### config.mk
export PLATFORM = sky130hd
export DESIGN_NAME = lrw_queue
export DESIGN_NICKNAME = d
export VERILOG_FILES = /design/src/hdl/lrw_pkg.sv /design/src/hdl/lrw_queue.sv
export SDC_FILE = /design/constraint.sdc
export NUM_CORES = 1
export LEC_CHECK = 0
export BUFFER_PORTS_ARGS = -buffer_cell sky130_fd_sc_hd__buf_2
export CELL_PAD_IN_SITES_DETAIL_PLACEMENT = 1
export CELL_PAD_IN_SITES_GLOBAL_PLACEMENT = 1
export CORE_MARGIN = 2
export CORE_UTILIZATION = 30
export DETAILED_ROUTE_END_ITERATION = 12
export PLACE_DENSITY = 0.61
export SLEW_MARGIN = 20
export SYNTH_ARGS = -nofsm -noshare
export SYNTH_HDL_FRONTEND = slang
export SYNTH_SLANG_ARGS = --single-unit
### constraint.sdc
create_clock -name clk -period 24.1 [get_ports clk]
set_clock_uncertainty 0.2 [all_clocks]
set_input_delay 4.82 -clock clk [delete_from_list [all_inputs] [get_ports clk]]
set_output_delay 4.82 -clock clk [all_outputs]
set_load 0.01 [all_outputs]
### src/hdl/lrw_pkg.sv
// shared types, constants and helper functions of the lattice random walk generator
package lrw_pkg;

    localparam int WORD_W     = 64;
    localparam int X_BITS     = 40;
    localparam int Y_BITS     = 16;
    localparam int OUT_X_W    = 40;
    localparam int OUT_Y_W    = 16;
    localparam int STEP_W     = 39;
    localparam int THR_W      = 54;
    localparam int WIDTH_W    = 16;
    localparam int CFG_IDX_W  = 3;
    localparam int CFG_DATA_W = 64;
    localparam int OUT_W      = 160;
    localparam int SEED_WORDS = 4;
    localparam int SEED_IDX_W = $clog2(SEED_WORDS);
    localparam int QUEUE_DEPTH = 2;
    localparam int RHI_W      = WORD_W - 11;
    localparam int WEXT       = ((Y_BITS > WIDTH_W) ? Y_BITS : WIDTH_W) + 1;

    localparam logic [WEXT-1:0] Y_LIMIT = WEXT'(1) << Y_BITS;

    localparam logic CMD_START = 1'b0;

    localparam logic [CFG_IDX_W-1:0] REG_PLUS_X  = 3'd0;
    localparam logic [CFG_IDX_W-1:0] REG_MINUS_X = 3'd1;
    localparam logic [CFG_IDX_W-1:0] REG_PLUS_Y  = 3'd2;
    localparam logic [CFG_IDX_W-1:0] REG_WIDTH   = 3'd3;
    localparam logic [CFG_IDX_W-1:0] REG_REFLECT = 3'd4;
    localparam logic [CFG_IDX_W-1:0] REG_CAP     = 3'd5;

    localparam logic [THR_W-1:0]   RST_PLUS_X  = 54'd2251799813685248;
    localparam logic [THR_W-1:0]   RST_MINUS_X = 54'd4503599627370496;
    localparam logic [THR_W-1:0]   RST_PLUS_Y  = 54'd6755399441055744;
    localparam logic [WIDTH_W-1:0] RST_WIDTH   = 16'd5;
    localparam logic [STEP_W-1:0]  RST_CAP     = 39'd500000000;

    localparam logic [WORD_W-1:0] C_FMIX1    = 64'hff51afd7ed558ccd;
    localparam logic [WORD_W-1:0] C_FMIX2    = 64'hc4ceb9fe1a85ec53;
    localparam logic [WORD_W-1:0] C_GOLDEN   = 64'h9E3779B97F4A7C15;
    localparam logic [WORD_W-1:0] C_ROW      = 64'hC2B2AE3D27D4EB4F;
    localparam logic [WORD_W-1:0] C_RNG_SALT = 64'h5851F42D4C957F2D;
    localparam logic [WORD_W-1:0] C_DIS_SALT = 64'hA24BAED4963EE407;

    localparam int ROT_OUT   = 23;
    localparam int SHIFT_T   = 17;
    localparam int ROT_S3    = 45;
    localparam int SHIFT_MIX = 33;

    typedef struct packed {
        logic [X_BITS-1:0] x;
        logic [Y_BITS-1:0] y;
        logic [STEP_W-1:0] steps;
        logic              capped;
        logic [WORD_W-1:0] dseed;
    } entry_t;

    function automatic logic [WORD_W-1:0] rotl64(input logic [WORD_W-1:0] v, input int n);
        return (v << n) | (v >> (WORD_W - n));
    endfunction

    function automatic logic [WORD_W-1:0] xs33(input logic [WORD_W-1:0] z);
        return z ^ (z >> SHIFT_MIX);
    endfunction

endpackage

### src/hdl/lrw_queue.sv
// short fifo of walker snapshots between front and back
module lrw_queue
    import lrw_pkg::*;
(
    input  logic   clk,
    input  logic   rst_n,
    input  logic   push,
    input  entry_t entry_in,
    output logic   full,
    output logic   valid,
    input  logic   pop,
    output entry_t entry_out
);

    localparam int PTR_W = (QUEUE_DEPTH > 1) ? $clog2(QUEUE_DEPTH) : 1;
    localparam int CNT_W = $clog2(QUEUE_DEPTH + 1);

    entry_t           mem_reg [QUEUE_DEPTH];
    logic [PTR_W-1:0] wr_ptr_reg, wr_ptr_next;
    logic [PTR_W-1:0] rd_ptr_reg, rd_ptr_next;
    logic [CNT_W-1:0] count_reg, count_next;

    function automatic logic [PTR_W-1:0] ptr_inc(input logic [PTR_W-1:0] ptr);
        return (ptr == PTR_W'(QUEUE_DEPTH - 1)) ? '0 : ptr + PTR_W'(1);
    endfunction

    assign full      = (count_reg == CNT_W'(QUEUE_DEPTH));
    assign valid     = (count_reg != '0);
    assign entry_out = mem_reg[rd_ptr_reg];

    always_comb
    begin
        wr_ptr_next = push ? ptr_inc(wr_ptr_reg) : wr_ptr_reg;
        rd_ptr_next = pop ? ptr_inc(rd_ptr_reg) : rd_ptr_reg;
        count_next  = count_reg;
        if (push && !pop)
        begin
            count_next = count_reg + CNT_W'(1);
        end
        else if (pop && !push)
        begin
            count_next = count_reg - CNT_W'(1);
        end
    end

    always_ff @(posedge clk or negedge rst_n)
    begin
        if (!rst_n)
        begin
            wr_ptr_reg <= '0;
            rd_ptr_reg <= '0;
            count_reg  <= '0;
        end
        else
        begin
            wr_ptr_reg <= wr_ptr_next;
            rd_ptr_reg <= rd_ptr_next;
            count_reg  <= count_next;
        end
    end

    always_ff @(posedge clk)
    begin
        if (push)
        begin
            mem_reg[wr_ptr_reg] <= entry_in;
        end
    end

    a_no_overflow: assert property (@(posedge clk) disable iff (!rst_n)
        push |-> (!full || pop))
        else $error("queue written while full");

    a_no_underflow: assert property (@(posedge clk) disable iff (!rst_n)
        pop |-> valid)
        else $error("queue read while empty");

    a_count_bound: assert property (@(posedge clk) disable iff (!rst_n)
        count_reg <= CNT_W'(QUEUE_DEPTH))
        else $error("queue count beyond depth");

endmodule

Word level (Yosys, flattened, before mapping)
Memory sizes are Yosys's and may differ from the RTL's.
Index checks and enable logic that the tools add are counted.
W data, S select, Z words.
- $add $sub $neg: 4
- equal/unequal tests: 1
- mux-type cells: 6
- reductions and logical operators: 6
- operator list (operator ; number):
    $mux W1 ; 4
    $mux W2 ; 2
    $reduce_bool A2 Y1 ; 2
    $add A1 B1 Y1 const B ; 2
    $add A2 B1 Y2 const B ; 1
    $eq A2 B2 Y1 const B ; 1
    $logic_and A1 B1 Y1 ; 2
    $logic_not A1 Y1 ; 2
    $sub A2 B1 Y2 const B ; 1
- bits in registers: 4
- RAM bits: 320
- bits of input ports: 164
- output and inout port bits: 162
- logic and storage cells: 21
- memories kept: 1
- memories (memory ; words ; width ; read ports ; clocked after Yosys merged registers in ; wr ports ; line ; source):
    mem_reg ; 2 ; 160 ; 1 ; 0 ; 1 ; lrw_queue.sv:18 ; entry_t mem_reg [QUEUE_DEPTH];

Depth between registers and ports, before layout
Gate-level depths: netlist (run 1).
- depth after elaboration: 4
- mapped depth: 5
- gate-level depth less buffers: 5

Least setup slack after synthesis (run 1)
No wires, ideal clock.
- path kind: input to register
- start point: input port push
- end point: memory mem_reg[0][0] (netlist name) (enable)
- library setup time: 0.701 ns
- arrival: 11.735 ns
- data required time: 23.199 ns
- slack: 11.464 ns
- stages on the path: 1
- buffers on the path: 0
- cells stage by stage: nor2b_1
- longest elaborated chain between the ends: 2
- RTL lines (element ; line ; source):
    start, declared ; lrw_queue.sv:7 ; input logic push,
    $mux W1 ; lrw_queue.sv:64 ; if (push)
    $mux W1 (not written as such) ; lrw_queue.sv:66 ; mem_reg[wr_ptr_reg] <= entry_in;
    end, declared ; lrw_queue.sv:18 ;
Every way passes these cells.

==> reports/results.ini, run 1 <==
[status]
status = complete, no violations

[sta]
setup_viol = 0
finalHoldViolations = 0
fin_crit_sh = 0.336
finalCriticalPeriod_ps = 8090
slew_violations = 0
rsz0062_at_grt = false
fin_tns_setup_ps = 0
hold_ws_ps = 303
timing.fmax_ghz = 0.124
max_slew_margin = 0.322
setup_ws_ps = 16010
tightestPinTransition_ps = 1020

[finish]
layout_common_cells = 325 x buf_2, 320 x edfxtp_1, 90 x mux2_4
layout.nets = 1030
final_common_cell = buf_2
n_antenna_cell = 0
drive_above_1_share = 0.609
finalNonFillerCells = 1415
synthToLayoutAreaGrowth_pct = 27.4
largest_register_ffs = 320

[worst_setup_path]
crit_chain = buf_4 -> mux2_2 -> buf_2
worstSetupEndpointType = output pin
worstSetupStartpoint = rd_ptr_reg
worst-setup-path-type = reg2out
worst_path_max_delay_cell = dfrtp_4
r2r_start = wr_ptr_reg
cp_max_fo = 64
arrival_ps = 3070
startpoint_type = register
worstPathRequired_ps = 19080
max_stage_delay_ps = 1100

[floorplan]
rows = 73
start_util = 0.304
die_y_um = 205
dieArea_um2 = 41900
core-area_um2 = 39700
die_x_um = 205
ios = 326

[job]
drv_cap = 0

[drt]
ant_nets = 0
first_pass_iters = 4
vias_per_cell = 4.28
vias = 6050
wl_per_cell_um = 18.2
first_iter_violations = 247
drt_wl_total_mm = 25.7
route.detailed.drc = 0

[power_and_ir_drop]
powerDensity_nw_per_um2 = 119
peakVddDrop_v = 0.0000659
p_leak_nw = 5.97
power_w = 0.00184

[clock_network]
cts_buffer_depth = 3
cts-root-buf = clkbuf_16
cts_setup_buffers = 0
cts.sinks = 324
cts_made_buffers = 37
clkTransAtPathRegs_ps = 50
clkLatencyLatePin_ps = 510
cts_resized = 0
cts_tree = yes
hold_buffers = 0
cts_htree_levels = 2

[synthesis]
synth.top_cell.area_share = 0.794
synth_top_area_cell = edfxtp_1
synth_cell_types = 14
synth_seq_area_share = 0.803
synth-seq-cells = 324
netlist_instances = 514
synth_warnings = 0
syn_area_um2 = 12100
syn_nets = 679
synth.area.top_cells = edfxtp_1 79%, mux2_4 11%, mux2_2 6.5%
syn_area_per_cell_um2 = 23.5

[global_routing]
gr-total-overflow = 0
grt_pass1_wl_mm = 37.9
grt_pass1_vias = 6428
grt_start_max_net_pins = 161
antenna_found_initial = 2
grtUsageTotal = 0.121

[placed_design]
routabilityCongestion = 0.711
dp_hpwl_mm = 16.7
dp_cells = 1351
pre_cts_ws_ps = 16490
port_buffers = 325

[hold_path]
hold_start = count_reg[1]
hold_class = reg2reg

final timing paths:
path                                   to  slack (ps)  cells past startpoint
max                         entry_out[31]       16010                      3
min                          count_reg[1]         300                      1
max reg2reg                mem_reg[1][18]       21520                      2
min reg2reg                  count_reg[1]         300                      1
max in group asynchronous      rd_ptr_reg       19660                      1
min in group asynchronous    count_reg[1]        3900                      1
critical path: cells and delay by family (launching register included):
family	cells	cell delay, ps
buf+inv	2	960
flops	1	1100
mux	1	410
cell families after synthesis:
kind of cell	synth area share
buffers and inverters	0.0134
xor gates and xnor gates	0.00362
adders and majority gates	0.00103
DFF	0.803
and+or+nand+nor	0.00238
muxes	0.177
cells in the mapped netlist:
library cell and number:
inv_1 1, and2_1 1, nor2b_1 2, edfxtp_1 320, buf_6 11, xor2_1 4, dfrtp_1 4, xnor2_1 1
mux2_4 90, nor2_1 1, or2_2 1, mux2_2 70, ha_1 1, buf_2 7
routing by layer:
metal / track usage / part of all wire / vias to the layer above
li1: - / - / 2754
met1: 0.144 / 0.40 / 3036
met2: 0.198 / 0.49 / 214
met3: 0.0410 / 0.085 / 44
met4: 0.0523 / 0.027 / 2
met5: 0 / 0.00047 / -
power breakdown:
part           total, W  switching, W  leakage (nW)  internal, W
combinational  0.000515      0.000258          2.37     0.000257
clock          0.000522      0.000211         0.548     0.000311
sequential     0.000799     0.0000501          3.05     0.000749
total           0.00184      0.000520          5.97      0.00132
layout make-up:
class                   instances  area (um^2)
clock buffers                  47          993
clock inverters                17          130
fillers                      3968        24300
inverters                       1         3.75
multi-input cells             171         2230
flip-flops and latches        324         9710
well taps                     525          657
repair buffers                330         1680
per-stage QoR:
step	utilization	instance area, um^2
floorplan	-	12100
global placement	0.360	14300
detailed placement	0.360	14300
CTS	0.388	15400
global route	0.388	15400
finish	0.388	15400
(Power assumes the default switching activity.)
==> run 2: changes to the inputs <==
Settings changed: ABC_AREA from default to 1.
Clock period 24.1 ns to 7.45 ns, I/O delays scaled along.
==> run 2 against run 1 <==
  * Core utilization shrank 0.14 points
  * Count of clock-buffer cells in the layout shrank 1
  * Worst hold slack lost 5.3 ps
  * Non-clock buffer count is the same
  * Cell count grew 0.78%
  * Critical endpoint is now entry_out[33]
==> reports/results.ini, run 2 <==
[sta]
timing.fmax_ghz = 0.229
fin_tns_setup_ps = 0  ; unchanged
max_slew_margin = 0.349  ; +0.0272
finalCriticalPeriod_ps = 4360
hold_ws_ps = 298  ; -5.30 ps
slew_violations = 0  ; unchanged
tightestPinTransition_ps = 977  ; -40.8 ps
finalHoldViolations = 0  ; unchanged
rsz0062_at_grt = false
fin_crit_sh = 0.585
setup_ws_ps = 3090  ; -12,920 ps
setup_viol = 0  ; unchanged

[power_and_ir_drop]
power.switching_w = 0.00169  ; +230%
p_clk_frac = 0.275  ; -0.009
pwr-share-seq = 0.435  ; about the same
swShare = 0.288  ; +0.00474
peakVddDrop_v = 0.000337  ; +410%
p_leak_nw = 5.97  ; about the same
power_w = 0.00589  ; +220%
p_int_w = 0.00420  ; +220%
powerDensity_nw_per_um2 = 383  ; +220%
p_comb_frac = 0.290  ; +0.009

[synthesis]
synth.top_cell.area_share = 0.793  ; -0.00115
synth-seq-cells = 324  ; unchanged
synth_warnings = 0  ; unchanged
synth_commonest_cells = 320 x edfxtp_1, 90 x mux2_4, 70 x mux2_2, 11 x buf_6
synth.area.top_cells = edfxtp_1 79%, mux2_4 11%, mux2_2 6.5%
synthFlopType = edfxtp_1
syn_nets = 688  ; +1.3%
synth_edf_count = 320  ; unchanged
syn_area_um2 = 12100  ; +0.14%
netlist_instances = 523  ; +1.8%
yosysMostFrequentCell = edfxtp_1
synth_seq_area_share = 0.801  ; -0.00116
synthArstFlopShare = 0.0123  ; unchanged
syn_area_per_cell_um2 = 23.2  ; -1.6%
synth_cell_types = 14  ; unchanged
synth_top_area_cell = edfxtp_1

[clock_network]
hold_buffers = 0  ; unchanged
cts_htree_levels = 2  ; unchanged
cts_resized = 0  ; unchanged
cts_buffer_depth = 3  ; unchanged
clkLatencyLatePin_ps = 520  ; about the same
cts-root-buf = clkbuf_16
cts_made_buffers = 36  ; -2.7%
clkTransAtPathRegs_ps = 60  ; about the same
cts.sinks = 324  ; unchanged
cts_setup_buffers = 0  ; unchanged
cts_tree = yes

[status]
status = complete, no violations

[placed_design]
port_buffers = 325  ; unchanged
dp_hpwl_mm = 17.8  ; +6.1%
pre_cts_ws_ps = 3580  ; -12,910 ps
routabilityCongestion = 0.723  ; +1.6%
dp_cells = 1360  ; +0.67%

[finish]
final_common_cell = buf_2
layout_common_cells = 325 x buf_2, 320 x edfxtp_1, 90 x mux2_4
layout.nets = 1038  ; +0.78%
largest_register_ffs = 320  ; unchanged
synthToLayoutAreaGrowth_pct = 27.0
finalNonFillerCells = 1426  ; +0.78%
drive_above_1_share = 0.599  ; -0.00966

[worst_setup_path]
worst-path-buf-inv = 2  ; unchanged
crit_chain = buf_4 -> mux2_2 -> buf_2
ff2ff_path_depth = 3  ; +1
timing.rr.end = mem_reg[1][8]
r2r_start = wr_ptr_reg
worst-setup-path-type = reg2out
worst_path_max_delay_cell = dfrtp_4
startpoint_type = register
worstSetupEndpointType = output pin
cp_max_fo = 44  ; -31%
worstPathRequired_ps = 5760  ; -13,320 ps
max_stage_delay_ps = 810  ; -290 ps
regToRegSetupSlack_ps = 4900  ; -16,620 ps
cp_top_family = buffers and inverters
arrival_ps = 2670  ; -400 ps

[global_routing]
antenna_found_initial = 5  ; +3
grtUsageTotal = 0.126  ; +0.00497
grt_start_max_net_pins = 161  ; unchanged
gr-total-overflow = 0  ; unchanged
grt_pass1_wl_mm = 39.2  ; +3.5%
grt_pass1_vias = 6546  ; +1.8%

[job]
drv_cap = 0  ; unchanged

[drt]
first_pass_iters = 4  ; unchanged
drt_wl_total_mm = 26.7  ; +3.8%
vias = 6104  ; +0.89%
ant_nets = 0  ; unchanged
wl_per_cell_um = 18.7  ; +3.0%
route.detailed.drc = 0  ; unchanged
first_iter_violations = 255  ; +3.2%
vias_per_cell = 4.28  ; +0.11%

[floorplan]
ios = 326  ; unchanged
die_y_um = 205  ; about the same
dieArea_um2 = 42000  ; +0.14%
core-area_um2 = 39800  ; +0.23%
start_util = 0.304  ; about the same
rows = 73  ; unchanged
die_x_um = 205  ; about the same

[hold_path]
holdPathStages = 2  ; +1
hold_class = reg2reg
hold_start = count_reg[1]
hold_end = count_reg[1]

[run 2: cell types whose count changed in the layout (fill, tap and decap cells not counted), sizes merged, moves of 2 or more]
| cell | change |
|---|---|
| xor2 | -2 |
| diode | +5 |
| nor2b | -2 |
| nand2 | +6 |
| clkinv | -2 |
| inv | +8 |
[run 2: per-stage QoR]
stage	area, um^2	utilization
2_1_floorplan	12100	-
3_3_place_gp	14300	0.360
3_5_place_dp	14300	0.360
4_1_cts	15400	0.386
5_1_grt	15400	0.386
6_report	15400	0.386
[run 2: layout make-up]
cell class / instances / area (um^2)
Clock inverter: 15 / 97.6
Tap cell: 525 / 657
Inverter: 7 / 31.3
Clock buffer: 46 / 960
Timing Repair Buffer: 330 / 1690
Fill cell: 4035 / 24400
Antenna cell: 5 / 12.5
Multi-Input combinational cell: 174 / 2230
Sequential cell: 324 / 9710
[run 2: worst max-delay path by stage]
stage                           from             to  slack [ps]  cells past startpoint
final                     rd_ptr_reg  entry_out[33]        3090                      3
after global routing      rd_ptr_reg  entry_out[33]        2930                      3
after CTS                 rd_ptr_reg  entry_out[33]        2990                      3
after detailed placement  rd_ptr_reg  entry_out[33]        3580                      3
after global placement    rd_ptr_reg  entry_out[35]        3620                      3
after floorplan                 push  mem_reg[0][0]        1140                      2
[run 2: per-layer routing]
| layer | vias up | part of all wire | GRT usage | wire (um) |
|---|---|---|---|---|
| met5 | - | 0.00049 | 0 | 13 |
| met4 | 2 | 0.033 | 0.0550 | 878 |
| met3 | 61 | 0.083 | 0.0439 | 2220 |
| met2 | 219 | 0.48 | 0.205 | 12900 |
| met1 | 3033 | 0.40 | 0.150 | 10700 |
| li1 | 2789 | - | - | - |
[run 2: power by group through the flow]
stage          Sequential (W)  Clock, W  Combinational [W]
5_1_grt               0.00260   0.00176            0.00184
6_report              0.00256   0.00162            0.00171
3_3_place_gp          0.00259         0            0.00175
4_1_cts               0.00257   0.00169            0.00176
3_5_place_dp          0.00261         0            0.00175
2_1_floorplan         0.00256         0            0.00120
[run 2: logic make-up (layout without fill, tap and decap cells)]
family	count (synthesis)	count (layout)	share of synthesized area
DFF	324	324	0.801
xor gates and xnor gates	3	3	0.00217
muxes	160	160	0.177
buffers and inverters	25	398	0.0153
and+or+nand+nor	10	10	0.00341
adders and majority gates	1	1	0.00103
other	0	5	0
[run 2: worst reg2reg max path, stage by stage (launching register included)]
cell,delay (ps)
dfrtp_1,420
nand2_1,140
inv_6,620
buf_4,760
==> run 3: changes to the inputs <==
Settings changed: ABC_AREA 1 to 0, PLACE_DENSITY 0.61 to 0.63.
Clock period 7.45 ns to 3.6 ns, I/O delays scaled along.
==> run 3 against run 2 <==
  * Sequential cell count stayed put
  * Largest cell class unchanged
  * Worst hold slack worse by 120 ps
  * Sequential share of layout area is 0.92 points lower
  * Critical path type unchanged
  * Critical endpoint is now entry_out[0]
==> reports/results.ini, run 3 (same netlist as run 1, synthesis figures left out) <==
[finish]
layout_common_cells = 325 x buf_2, 320 x edfxtp_1, 90 x mux2_4
fill_cells = 3969  ; -1.6%
final_common_cell = buf_2
regArea_um2 = 9710  ; unchanged
largest_register_ffs = 320  ; unchanged
layout.nets = 1040  ; +0.19%
fin_area_um2 = 15600  ; +1.5%
synthToLayoutAreaGrowth_pct = 29.1
drive_above_1_share = 0.614  ; +0.0143
multi_input_area_um2 = 2230  ; +0.34%

[sta]
timing.fmax_ghz = 0.322
tightestPinTransition_ps = 633  ; -343 ps
rsz0062_at_grt = false
finalCriticalPeriod_ps = 3110
fin_crit_sh = 0.863
slew_violations = 0  ; unchanged
setup_viol = 0  ; unchanged
finalHoldViolations = 0  ; unchanged
max_slew_margin = 0.578  ; +0.229

[hold_path]
holdPathStages = 1  ; -1
hold_class = in2reg

[clock_network]
cts_tree = yes
cts.sinks = 324  ; unchanged
hold_buffers = 1  ; +1
clkTransAtPathRegs_ps = 60  ; about the same
cts_made_buffers = 36  ; unchanged
clkLatencyLatePin_ps = 520  ; about the same
cts_resized = 0  ; unchanged
cts_buffer_depth = 3  ; unchanged
cts_htree_levels = 2  ; unchanged
cts-root-buf = clkbuf_16
cts_setup_buffers = 0  ; unchanged

[drt]
met3_length_mm = 2.05  ; -7.5%
route.detailed.drc = 0  ; unchanged
m1WireLength_mm = 10.5  ; -1.8%
wl_per_cell_um = 18.6  ; -0.87%
first_pass_iters = 4  ; unchanged
wl_met2_mm = 13.1  ; +1.5%
drt_wl_total_mm = 26.5  ; -0.66%
vias_per_cell = 4.27  ; -0.14%
ant_nets = 0  ; unchanged
topRoutingLayerUsed = met5
vias = 6108  ; +0.066%
first_iter_violations = 241  ; -5.5%

[worst_setup_path]
ff2ff_path_depth = 2  ; -1
timing.rr.end = mem_reg[1][38]
worstSetupStartpoint = rd_ptr_reg
cp_max_fo = 55  ; +25%
r2r_start = wr_ptr_reg
crit_path_end = entry_out[0]
worst-setup-path-type = reg2out
arrival_ps = 2190  ; -480 ps
regToRegSetupSlack_ps = 1780  ; -3120 ps
startpoint_type = register
worstPathRequired_ps = 2680  ; -3080 ps
worstSetupEndpointType = output pin

[power_and_ir_drop]
peakVddDrop_v = 0.000379  ; +13%
p_leak_nw = 6.06  ; +1.6%
power_w = 0.0125  ; +110%
powerDensity_nw_per_um2 = 803  ; +110%

[status]
status = complete, no violations

[floorplan]
rows = 73  ; unchanged
die_y_um = 205  ; about the same
start_util = 0.304  ; about the same
dieArea_um2 = 41900  ; -0.14%
ios = 326  ; unchanged
core-area_um2 = 39700  ; -0.23%
die_x_um = 205  ; about the same

[global_routing]
grt_pass1_vias = 6630  ; +1.3%
grt_start_max_net_pins = 91  ; -43%
grt_pass1_wl_mm = 38.5  ; -2.0%
grtUsageTotal = 0.123  ; -0.00290
antenna_found_initial = 7  ; +2
gr-total-overflow = 0  ; unchanged

[placed_design]
dpl_cell_area_um2 = 14500  ; +1.0%
dp_hpwl_mm = 18.1  ; +1.8%
port_buffers = 325  ; unchanged
routabilityCongestion = 0.727  ; +0.61%

[job]
drv_cap = 0  ; unchanged

==> run 3: cell count changes in the layout (fill, tap and decap cells not counted), moves of 2 or more <==
cell / previous run / this run
xor2_1: 2 / 4
inv_6: 3 / 0
bufinv_16: 1 / 3
inv_1: 6 / 1
buf_4: 3 / 6
clkinv_1: 8 / 5
nand2_1: 6 / 0
buf_12: 2 / 9
clkbuf_8: 0 / 3
==> run 3: per-layer routing <==
metal  GRT usage  vias to the layer above
met5           0                        -
met4      0.0608                        2
met3      0.0404                       63
met2       0.202                      222
met1       0.144                     3054
li1            -                     2767
==> run 3: critical path, stage by stage, from the launching register on <==
cell and delay [ps]:
dfrtp_4 670, buf_12 340, mux2_2 390, buf_2 140
==> run 3: layout make-up <==
type                            instances  share of cell area
Multi-Input combinational cell        171               0.143
Inverter                                1            0.000240
Clock buffer                           49              0.0641
Tap cell                              525              0.0421
Antenna cell                            6            0.000962
Timing Repair Buffer                  341               0.119
Sequential cell                       324               0.622
Clock inverter                         12             0.00825
==> run 3: worst min path at each step <==
stage          slack [ps]               to          start
2_1_floorplan         220     count_reg[0]          rst_n
3_3_place_gp          270     count_reg[1]   count_reg[1]
3_5_place_dp          280     count_reg[1]   count_reg[1]
4_1_cts               140  mem_reg[1][127]  entry_in[127]
5_1_grt               150  mem_reg[0][104]  entry_in[104]
6_report              180   mem_reg[0][12]   entry_in[12]
==> run 3: power breakdown <==
part           switching [W]  internal, W  leakage [nW]
Clock                0.00139      0.00215         0.554
Sequential          0.000240      0.00501          3.05
Combinational        0.00190      0.00185          2.46
Total                0.00353      0.00901          6.06
==> run 3: metrics by stage <==
stage | util | TNS (ps) | worst slack [ps] | std cells | hold slack (ps)
after detailed placement | 0.364 | 0 | 1010 | 1361 | 275
final | 0.393 | 0 | 494 | 1429 | 180
after CTS | 0.393 | 0 | 422 | 1423 | 139
after floorplan | - | -24530 | -153 | 514 | 224
after global routing | 0.393 | 0 | 394 | 1429 | 153
after global placement | 0.364 | 0 | 1020 | 1361 | 274
